File: src/rtl/nca_pkg.sv
// ----------------------------------------------------------------------------
// nca_pkg
// shared types and constants for the nearest centroid assignment block
// ----------------------------------------------------------------------------
package nca_pkg;

    localparam int COORD_W = 17;
    localparam int IDX_OUT_W = 3;
    localparam int SQ_W = 2 * COORD_W;
    localparam int DIST_W = SQ_W + 1;

    localparam logic NCA_CMD_APPEND = 1'b0;
    localparam logic NCA_CMD_CLASSIFY = 1'b1;

    typedef struct packed {
        logic               cmd;
        logic [COORD_W-1:0] coord_x;
        logic [COORD_W-1:0] coord_y;
    } nca_in_t;

    typedef struct packed {
        logic                 found;
        logic [IDX_OUT_W-1:0] nearest_index;
        logic [DIST_W-1:0]    nearest_dist_sq;
        logic [COORD_W-1:0]   point_x;
        logic [COORD_W-1:0]   point_y;
    } nca_out_t;

endpackage

File: src/rtl/nearest_centroid_assign_top.sv
// ----------------------------------------------------------------------------
// nearest_centroid_assign_top
// k-means assignment step: stores centroids and labels points with the nearest
// ----------------------------------------------------------------------------
// an append beat is only a table write in the back part; a classify beat
// leaving the queue runs through the single distance pipeline, one centroid a
// cycle over the n stored centroids, n being the fill count tagged on the beat,
// then its result is registered, straight away if n is 0; the back part takes
// no new op until that result loads, which waits while a result is not popped
// rst_n clears the table fill count, queue and result register; table contents
// are left as they are and are only read below the fill count
// ----------------------------------------------------------------------------
module nearest_centroid_assign_top
    import nca_pkg::*;
#(
    parameter int MAX_CENTROIDS = 8
) (
    input  logic     clk,
    input  logic     rst_n,
    input  logic     push,
    input  nca_in_t  item,
    output logic     full,
    input  logic     pop,
    output logic     empty,
    output nca_out_t result
);

    // fill count must hold the capacity itself
    localparam int CNT_W = $clog2(MAX_CENTROIDS + 1);
    localparam int IDX_W = (MAX_CENTROIDS > 1) ? $clog2(MAX_CENTROIDS) : 1;
    localparam int OP_W  = CNT_W + $bits(nca_in_t);

    // front to queue
    logic             f_wr;
    logic [CNT_W-1:0] f_cnt;
    nca_in_t          f_item;
    logic             q_full;

    // queue to back
    logic             q_empty;
    logic             q_rd;
    logic [OP_W-1:0]  q_data;
    logic [CNT_W-1:0] b_cnt;
    nca_in_t          b_item;

    assign b_cnt  = q_data[OP_W-1 -: CNT_W];
    assign b_item = nca_in_t'(q_data[$bits(nca_in_t)-1:0]);

    // front: takes beats, drops appends once the table is full,
    // tags each op with the fill count seen at accept time
    nca_front #(
        .MAX_CENTROIDS (MAX_CENTROIDS),
        .CNT_W         (CNT_W)
    ) u_front (
        .clk    (clk),
        .rst_n  (rst_n),
        .push   (push),
        .item   (item),
        .full   (full),
        .q_wr   (f_wr),
        .q_cnt  (f_cnt),
        .q_item (f_item),
        .q_full (q_full)
    );

    // short op queue so the front keeps taking beats while the back sweeps
    nca_queue #(
        .WIDTH (OP_W)
    ) u_queue (
        .clk     (clk),
        .rst_n   (rst_n),
        .wr      (f_wr),
        .wr_data ({f_cnt, f_item}),
        .full    (q_full),
        .rd      (q_rd),
        .rd_data (q_data),
        .empty   (q_empty)
    );

    // back: table writes, distance sweep and result register
    nca_back #(
        .MAX_CENTROIDS (MAX_CENTROIDS),
        .CNT_W         (CNT_W),
        .IDX_W         (IDX_W)
    ) u_back (
        .clk     (clk),
        .rst_n   (rst_n),
        .q_empty (q_empty),
        .q_cnt   (b_cnt),
        .q_item  (b_item),
        .q_rd    (q_rd),
        .empty   (empty),
        .pop     (pop),
        .result  (result)
    );

endmodule

File: src/rtl/nca_queue.sv
// ----------------------------------------------------------------------------
// nca_queue
// two-entry first-in first-out buffer between the front and back parts
// ----------------------------------------------------------------------------
module nca_queue #(
    parameter int WIDTH = 8
) (
    input  logic             clk,
    input  logic             rst_n,
    input  logic             wr,
    input  logic [WIDTH-1:0] wr_data,
    output logic             full,
    input  logic             rd,
    output logic [WIDTH-1:0] rd_data,
    output logic             empty
);

    logic [WIDTH-1:0] entry_reg [2];
    logic             wr_ptr_reg;
    logic             wr_ptr_next;
    logic             rd_ptr_reg;
    logic             rd_ptr_next;
    logic [1:0]       fill_reg;
    logic [1:0]       fill_next;
    logic             do_wr;
    logic             do_rd;

    assign full    = (fill_reg == 2'd2);
    assign empty   = (fill_reg == 2'd0);
    assign rd_data = entry_reg[rd_ptr_reg];
    assign do_wr   = wr && !full;
    assign do_rd   = rd && !empty;

    always_comb
    begin
        wr_ptr_next = do_wr ? ~wr_ptr_reg : wr_ptr_reg;
        rd_ptr_next = do_rd ? ~rd_ptr_reg : rd_ptr_reg;
        fill_next   = fill_reg;
        if (do_wr && !do_rd)
        begin
            fill_next = fill_reg + 2'd1;
        end
        else if (do_rd && !do_wr)
        begin
            fill_next = fill_reg - 2'd1;
        end
    end

    always_ff @(posedge clk or negedge rst_n)
    begin
        if (!rst_n)
        begin
            wr_ptr_reg <= 1'b0;
            rd_ptr_reg <= 1'b0;
            fill_reg   <= 2'd0;
        end
        else
        begin
            wr_ptr_reg <= wr_ptr_next;
            rd_ptr_reg <= rd_ptr_next;
            fill_reg   <= fill_next;
        end
    end

    always_ff @(posedge clk)
    begin
        if (do_wr)
        begin
            entry_reg[wr_ptr_reg] <= wr_data;
        end
    end

endmodule

File: src/rtl/nca_front.sv
// ----------------------------------------------------------------------------
// nca_front
// accepts input beats, tracks table fill and tags each op with its slot count
// ----------------------------------------------------------------------------
module nca_front
    import nca_pkg::*;
#(
    parameter int MAX_CENTROIDS = 8,
    parameter int CNT_W = 4
) (
    input  logic             clk,
    input  logic             rst_n,
    input  logic             push,
    input  nca_in_t          item,
    output logic             full,
    output logic             q_wr,
    output logic [CNT_W-1:0] q_cnt,
    output nca_in_t          q_item,
    input  logic             q_full
);

    logic [CNT_W-1:0] count_reg;
    logic [CNT_W-1:0] count_next;
    logic             accept;
    logic             is_append;
    logic             table_full;

    assign full       = q_full;
    assign accept     = push && !q_full;
    assign is_append  = (item.cmd == NCA_CMD_APPEND);
    assign table_full = (count_reg == CNT_W'(MAX_CENTROIDS));

    // appends to a full table are dropped here
    assign q_wr   = accept && !(is_append && table_full);
    assign q_cnt  = count_reg;
    assign q_item = item;

    always_comb
    begin
        count_next = count_reg;
        if (q_wr && is_append)
        begin
            count_next = count_reg + CNT_W'(1);
        end
    end

    always_ff @(posedge clk or negedge rst_n)
    begin
        if (!rst_n)
        begin
            count_reg <= '0;
        end
        else
        begin
            count_reg <= count_next;
        end
    end

endmodule

File: src/rtl/nca_back.sv
// ----------------------------------------------------------------------------
// nca_back
// centroid table, pipelined distance sweep, running minimum and result register
// ----------------------------------------------------------------------------
module nca_back
    import nca_pkg::*;
#(
    parameter int MAX_CENTROIDS = 8,
    parameter int CNT_W = 4,
    parameter int IDX_W = 3
) (
    input  logic             clk,
    input  logic             rst_n,
    input  logic             q_empty,
    input  logic [CNT_W-1:0] q_cnt,
    input  nca_in_t          q_item,
    output logic             q_rd,
    output logic             empty,
    input  logic             pop,
    output nca_out_t         result
);

    localparam logic [1:0] ST_IDLE = 2'd0;
    localparam logic [1:0] ST_RUN  = 2'd1;
    localparam logic [1:0] ST_DONE = 2'd2;

    logic [COORD_W-1:0] mem_x [MAX_CENTROIDS];
    logic [COORD_W-1:0] mem_y [MAX_CENTROIDS];

    logic [1:0]         st_reg;
    logic [1:0]         st_next;
    logic [CNT_W-1:0]   n_reg;
    logic [CNT_W-1:0]   iss_reg;
    logic [CNT_W-1:0]   iss_next;
    logic [COORD_W-1:0] px_reg;
    logic [COORD_W-1:0] py_reg;

    logic               v1_reg;
    logic               l1_reg;
    logic [IDX_W-1:0]   i1_reg;
    logic [COORD_W-1:0] cx_reg;
    logic [COORD_W-1:0] cy_reg;
    logic               v2_reg;
    logic               l2_reg;
    logic [IDX_W-1:0]   i2_reg;
    logic [COORD_W-1:0] dx_reg;
    logic [COORD_W-1:0] dy_reg;
    logic               v3_reg;
    logic               l3_reg;
    logic [IDX_W-1:0]   i3_reg;
    logic [SQ_W-1:0]    sqx_reg;
    logic [SQ_W-1:0]    sqy_reg;

    logic               best_have_reg;
    logic               best_have_next;
    logic [DIST_W-1:0]  best_d_reg;
    logic [DIST_W-1:0]  best_d_next;
    logic [IDX_W-1:0]   best_i_reg;
    logic [IDX_W-1:0]   best_i_next;

    logic               res_valid_reg;
    logic               res_valid_next;
    nca_out_t           res_reg;

    logic               op_take;
    logic               op_classify;
    logic               wr_en;
    logic               v0;
    logic               l0;
    logic               res_load;
    logic [DIST_W-1:0]  d_sum;

    assign op_take     = (st_reg == ST_IDLE) && !q_empty;
    assign op_classify = (q_item.cmd == NCA_CMD_CLASSIFY);
    assign q_rd        = op_take;
    assign wr_en       = op_take && !op_classify;
    assign v0          = (st_reg == ST_RUN) && (iss_reg < n_reg);
    assign l0          = ((iss_reg + CNT_W'(1)) == n_reg);
    assign res_load    = (st_reg == ST_DONE) && (!res_valid_reg || pop);
    assign d_sum       = {1'b0, sqx_reg} + {1'b0, sqy_reg};

    assign empty  = !res_valid_reg;
    assign result = res_reg;

    always_comb
    begin
        st_next        = st_reg;
        iss_next       = iss_reg;
        best_have_next = best_have_reg;
        best_d_next    = best_d_reg;
        best_i_next    = best_i_reg;
        res_valid_next = res_valid_reg;

        if (pop && res_valid_reg)
        begin
            res_valid_next = 1'b0;
        end

        // running minimum, earliest index kept on ties
        if (v3_reg && (!best_have_reg || (d_sum < best_d_reg)))
        begin
            best_have_next = 1'b1;
            best_d_next    = d_sum;
            best_i_next    = i3_reg;
        end

        unique case (st_reg)
            ST_IDLE:
            begin
                if (op_take && op_classify)
                begin
                    iss_next       = '0;
                    best_have_next = 1'b0;
                    st_next        = (q_cnt == '0) ? ST_DONE : ST_RUN;
                end
            end
            ST_RUN:
            begin
                if (v0)
                begin
                    iss_next = iss_reg + CNT_W'(1);
                end
                if (v3_reg && l3_reg)
                begin
                    st_next = ST_DONE;
                end
            end
            ST_DONE:
            begin
                if (res_load)
                begin
                    res_valid_next = 1'b1;
                    st_next        = ST_IDLE;
                end
            end
            default:
            begin
                st_next = ST_IDLE;
            end
        endcase
    end

    always_ff @(posedge clk or negedge rst_n)
    begin
        if (!rst_n)
        begin
            st_reg        <= ST_IDLE;
            iss_reg       <= '0;
            v1_reg        <= 1'b0;
            v2_reg        <= 1'b0;
            v3_reg        <= 1'b0;
            best_have_reg <= 1'b0;
            res_valid_reg <= 1'b0;
        end
        else
        begin
            st_reg        <= st_next;
            iss_reg       <= iss_next;
            v1_reg        <= v0;
            v2_reg        <= v1_reg;
            v3_reg        <= v2_reg;
            best_have_reg <= best_have_next;
            res_valid_reg <= res_valid_next;
        end
    end

    // centroid table, registered read
    always_ff @(posedge clk)
    begin
        if (wr_en)
        begin
            mem_x[q_cnt[IDX_W-1:0]] <= q_item.coord_x;
            mem_y[q_cnt[IDX_W-1:0]] <= q_item.coord_y;
        end
        if (v0)
        begin
            cx_reg <= mem_x[iss_reg[IDX_W-1:0]];
            cy_reg <= mem_y[iss_reg[IDX_W-1:0]];
        end
    end

    // payload path
    always_ff @(posedge clk)
    begin
        if (op_take && op_classify)
        begin
            n_reg  <= q_cnt;
            px_reg <= q_item.coord_x;
            py_reg <= q_item.coord_y;
        end
        l1_reg  <= l0;
        i1_reg  <= iss_reg[IDX_W-1:0];
        l2_reg  <= l1_reg;
        i2_reg  <= i1_reg;
        dx_reg  <= (px_reg >= cx_reg) ? (px_reg - cx_reg) : (cx_reg - px_reg);
        dy_reg  <= (py_reg >= cy_reg) ? (py_reg - cy_reg) : (cy_reg - py_reg);
        l3_reg  <= l2_reg;
        i3_reg  <= i2_reg;
        sqx_reg <= SQ_W'(dx_reg) * SQ_W'(dx_reg);
        sqy_reg <= SQ_W'(dy_reg) * SQ_W'(dy_reg);
        best_d_reg <= best_d_next;
        best_i_reg <= best_i_next;
        if (res_load)
        begin
            res_reg.found           <= best_have_reg;
            res_reg.nearest_index   <= best_have_reg ? IDX_OUT_W'(best_i_reg) : '0;
            res_reg.nearest_dist_sq <= best_have_reg ? best_d_reg : '0;
            res_reg.point_x         <= px_reg;
            res_reg.point_y         <= py_reg;
        end
    end

endmodule

File: config.mk
export PLATFORM = sky130hd
export DESIGN_NAME = nearest_centroid_assign_top
export DESIGN_NICKNAME = d
export VERILOG_FILES = /design/src/rtl/nca_pkg.sv /design/src/rtl/nearest_centroid_assign_top.sv /design/src/rtl/nca_queue.sv /design/src/rtl/nca_front.sv /design/src/rtl/nca_back.sv
export SDC_FILE = /design/constraint.sdc
export NUM_CORES = 2
export LEC_CHECK = 0
export ABC_AREA = 0
export BUFFER_PORTS_ARGS = -buffer_cell sky130_fd_sc_hd__buf_2
export CORE_MARGIN = 3
export CORE_UTILIZATION = 40
export CTS_CLUSTER_SIZE = 30
export DETAILED_ROUTE_END_ITERATION = 6
export GPL_ROUTABILITY_DRIVEN = 0
export PLACE_DENSITY_LB_ADDON = 0.1
export SYNTH_ARGS = -nofsm -noshare
export SYNTH_HDL_FRONTEND = slang
export SYNTH_SLANG_ARGS = --single-unit
File: constraint.sdc
create_clock -name clk -period 6.95 [get_ports clk]
set_input_delay 0 -clock clk [delete_from_list [all_inputs] [get_ports clk]]
set_output_delay 0 -clock clk [all_outputs]
set_load 0.01 [all_outputs]
==> results.json <==
{
  "ys_top_cells_by_area": "edfxtp_1 (37%), fa_1 (18%), ha_1 (10%), inv_1 (5.9%), dfxtp_1 (5.1%)",
  "crit_path_max_incr_delay_ns": 0.78,
  "finish.utilization": 0.454,
  "path_cells": "nand2_1, fa_1, fa_1, fa_1, inv_1, fa_1, fa_1, inv_1, fa_1, inv_1, ha_1, a21o_1, a21oi_1, or4_1, a31oi_1, o31a_1, nand4_1, nand3_1, nand2_1, o311ai_0",
  "period_share": 0.929,
  "cts_tree": "done",
  "crit_top_cell": "fa_1",
  "drtAntennaViolNets": 0,
  "r2r_slack_ns": 0.49,
  "drive_above_1_share": 0.120,
  "tightest_slew_ns": 0.994,
  "synthCells": 3555,
  "io-pin-count": 114,
  "start_util": 0.406,
  "synth-edff-count": 533,
  "ys_types": 70,
  "grt_pass1_wl_um": 151000,
  "grt_usage": 0.170,
  "whs_ns": 0.101,
  "dr_total_vias": 25484,
  "synth-seq-area-share": 0.429,
  "crit_type": "register to register",
  "yosysMostFrequentCell": "inv_1",
  "fin_crit_ns": 6.46,
  "crit_fanout": 17,
  "maxSlewViolCount": 0,
  "dr.pass1.iters": 5,
  "syn_nets": 4336,
  "finalHoldViolations": 0,
  "wl_um": 93600,
  "cts_buffer_depth": 3,
  "grt_max_degree": 54,
  "maxCapViolations": 0,
  "cp.arrival_ns": 6.96,
  "antenna_found_initial": 0,
  "startpoint_type": "register",
  "area_growth_pct": 11.9,
  "end_kind": "register",
  "hold_class": "primary input to register",
  "avgSynthCellArea_um2": 12.3,
  "yosysWarnings": 0,
  "initialDrtViolationCount": 1299,
  "post-synth-top-area-cell": "edfxtp_1",
  "clk_latency_ns": 0.62,
  "dp_slack_ns": 0.516,
  "netlist_area_um2": 43700,
  "setup_tns_ns": 0,
  "overflow": 0,
  "viasPerCell": 4.90,
  "grt_pass1_vias": 27154,
  "die_h_um": 336,
  "synth_async_sr_flop_share": 0.0286,
  "rsz0062_at_grt": "false",
  "cts_root_buf": "clkbuf_16",
  "status": "finished, final reports clean",
  "hpwl_um": 70100,
  "cp_data_required_time_ns": 7.45,
  "remaining_drc_errors": 0,
  "design.core.area_um2": 108000,
  "die_w_um": 336,
  "cts_buffers": 75,
  "yosys-top-cells-count": "inv_1 (688), edfxtp_1 (533), fa_1 (384), ha_1 (358), nand2_1 (218)",
  "worst_path_max_delay_cell": "dfxtp_1",
  "setup_viol": 0,
  "nNetsFinal": 4521,
  "fmax_ghz": 0.155,
  "synth.top_cell.area_share": 0.366,
  "setup_ws_ns": 0.495,
  "fp.dieArea_um2": 113000,
  "clock_sinks": 664,
  "finClkSkew_ns": 0.0264,
  "wl_per_cell_um": 18.0,
  "port_buffers": 113,
  "h-tree-depth": 3,
  "path_clk_slew_ns": 0.06,
  "ys_ff_latch": 664,
  "rows": 120,
  "slew_headroom": 0.338,
  "yosys_most_used_dff": "edfxtp_1"
}
[worst paths after layout]
check	startpoint	end	depth (start not counted)
max reg2reg	u_back.dx_reg[3]	u_back.sqx_reg[32]	20
min reg2reg	u_back.i1_reg[2]	u_back.i2_reg[2]	0
max in group asynchronous	rst_n	u_back.iss_reg[0]	3
min	item[26]	u_queue.entry_reg[1][26]	2
max	u_back.dx_reg[3]	u_back.sqx_reg[32]	20
min in group asynchronous	rst_n	u_back.res_valid_reg	3
[cells by family after synthesis]
logic type | share of synthesized area
adders and majority gates | 0.279
muxes | 0.0617
xor gates and xnor gates | 0.0293
buffers and inverters | 0.0678
and+or+nand+nor | 0.0737
AOI/OAI and AO/OA | 0.0603
DFF | 0.429
[metrics by stage]
| step | cells | instance area [um^2] |
|---|---|---|
| after floorplan | 3555 | 43700 |
| after global placement | 5027 | 46100 |
| after detailed placement | 5027 | 46100 |
| after CTS | 5202 | 48900 |
| after global routing | 5202 | 48900 |
| final | 5204 | 48900 |
[area by class of cell]
cell class,count,area (um^2)
tap,1403,1760
antenna,2,5.00
sequential,664,18700
clock buffer,103,2030
multi-input combinational,2105,22100
clock inverter,33,307
inverter,688,2580
timing repair buffer,206,1360
fill,9935,58800
[cells in the final DEF, fill, tap and decap left out, drive strengths merged, types with 8 or more instances in the layout]
master / n
and3: 19
and2: 158
inv: 692
a31o: 9
xor2: 47
o21bai: 14
nor2b: 37
mux2i: 26
o211ai: 8
ha: 358
nand2: 218
o21ai: 67
nand3: 29
a21o: 82
xnor2: 99
mux4: 68
dfrtp: 19
fa: 384
buf: 167
a221o: 8
o21a: 15
mux2: 80
clkinv: 24
nand4: 14
edfxtp: 533
a21oi: 119
nor2: 90
or2: 11
clkbuf: 103
nor3: 23
nand2b: 25
dlygate4sd3: 39
dfxtp: 112
a31oi: 13
a211oi: 9
[what timing repair did]
item	CTS	global route
resized for setup	0	0
hold endpoints to repair	96	0
hold buffers	39	0
setup buffers	0	0
[metal layers]
metal  vias to the layer above  global-route usage  wire, um
met1                     12795               0.236     44100
met5                         -                   0         0
met4                         0              0.0348      1590
met3                        93              0.0226      3010
li1                      12250                   -         -
met2                       346               0.289     44900
[critical path, delay by kind of cell, from the launching register on]
kind | cells | cell delay (ns)
flops | 1 | 0.78
compound gates | 5 | 0.98
buf+inv | 3 | 0.15
simple gates | 5 | 1.02
fa+ha+maj | 7 | 3.39
Power is left out: the tool's default activity adds up to more than one toggle a clock period on the data nets, which glitch-free logic cannot reach.
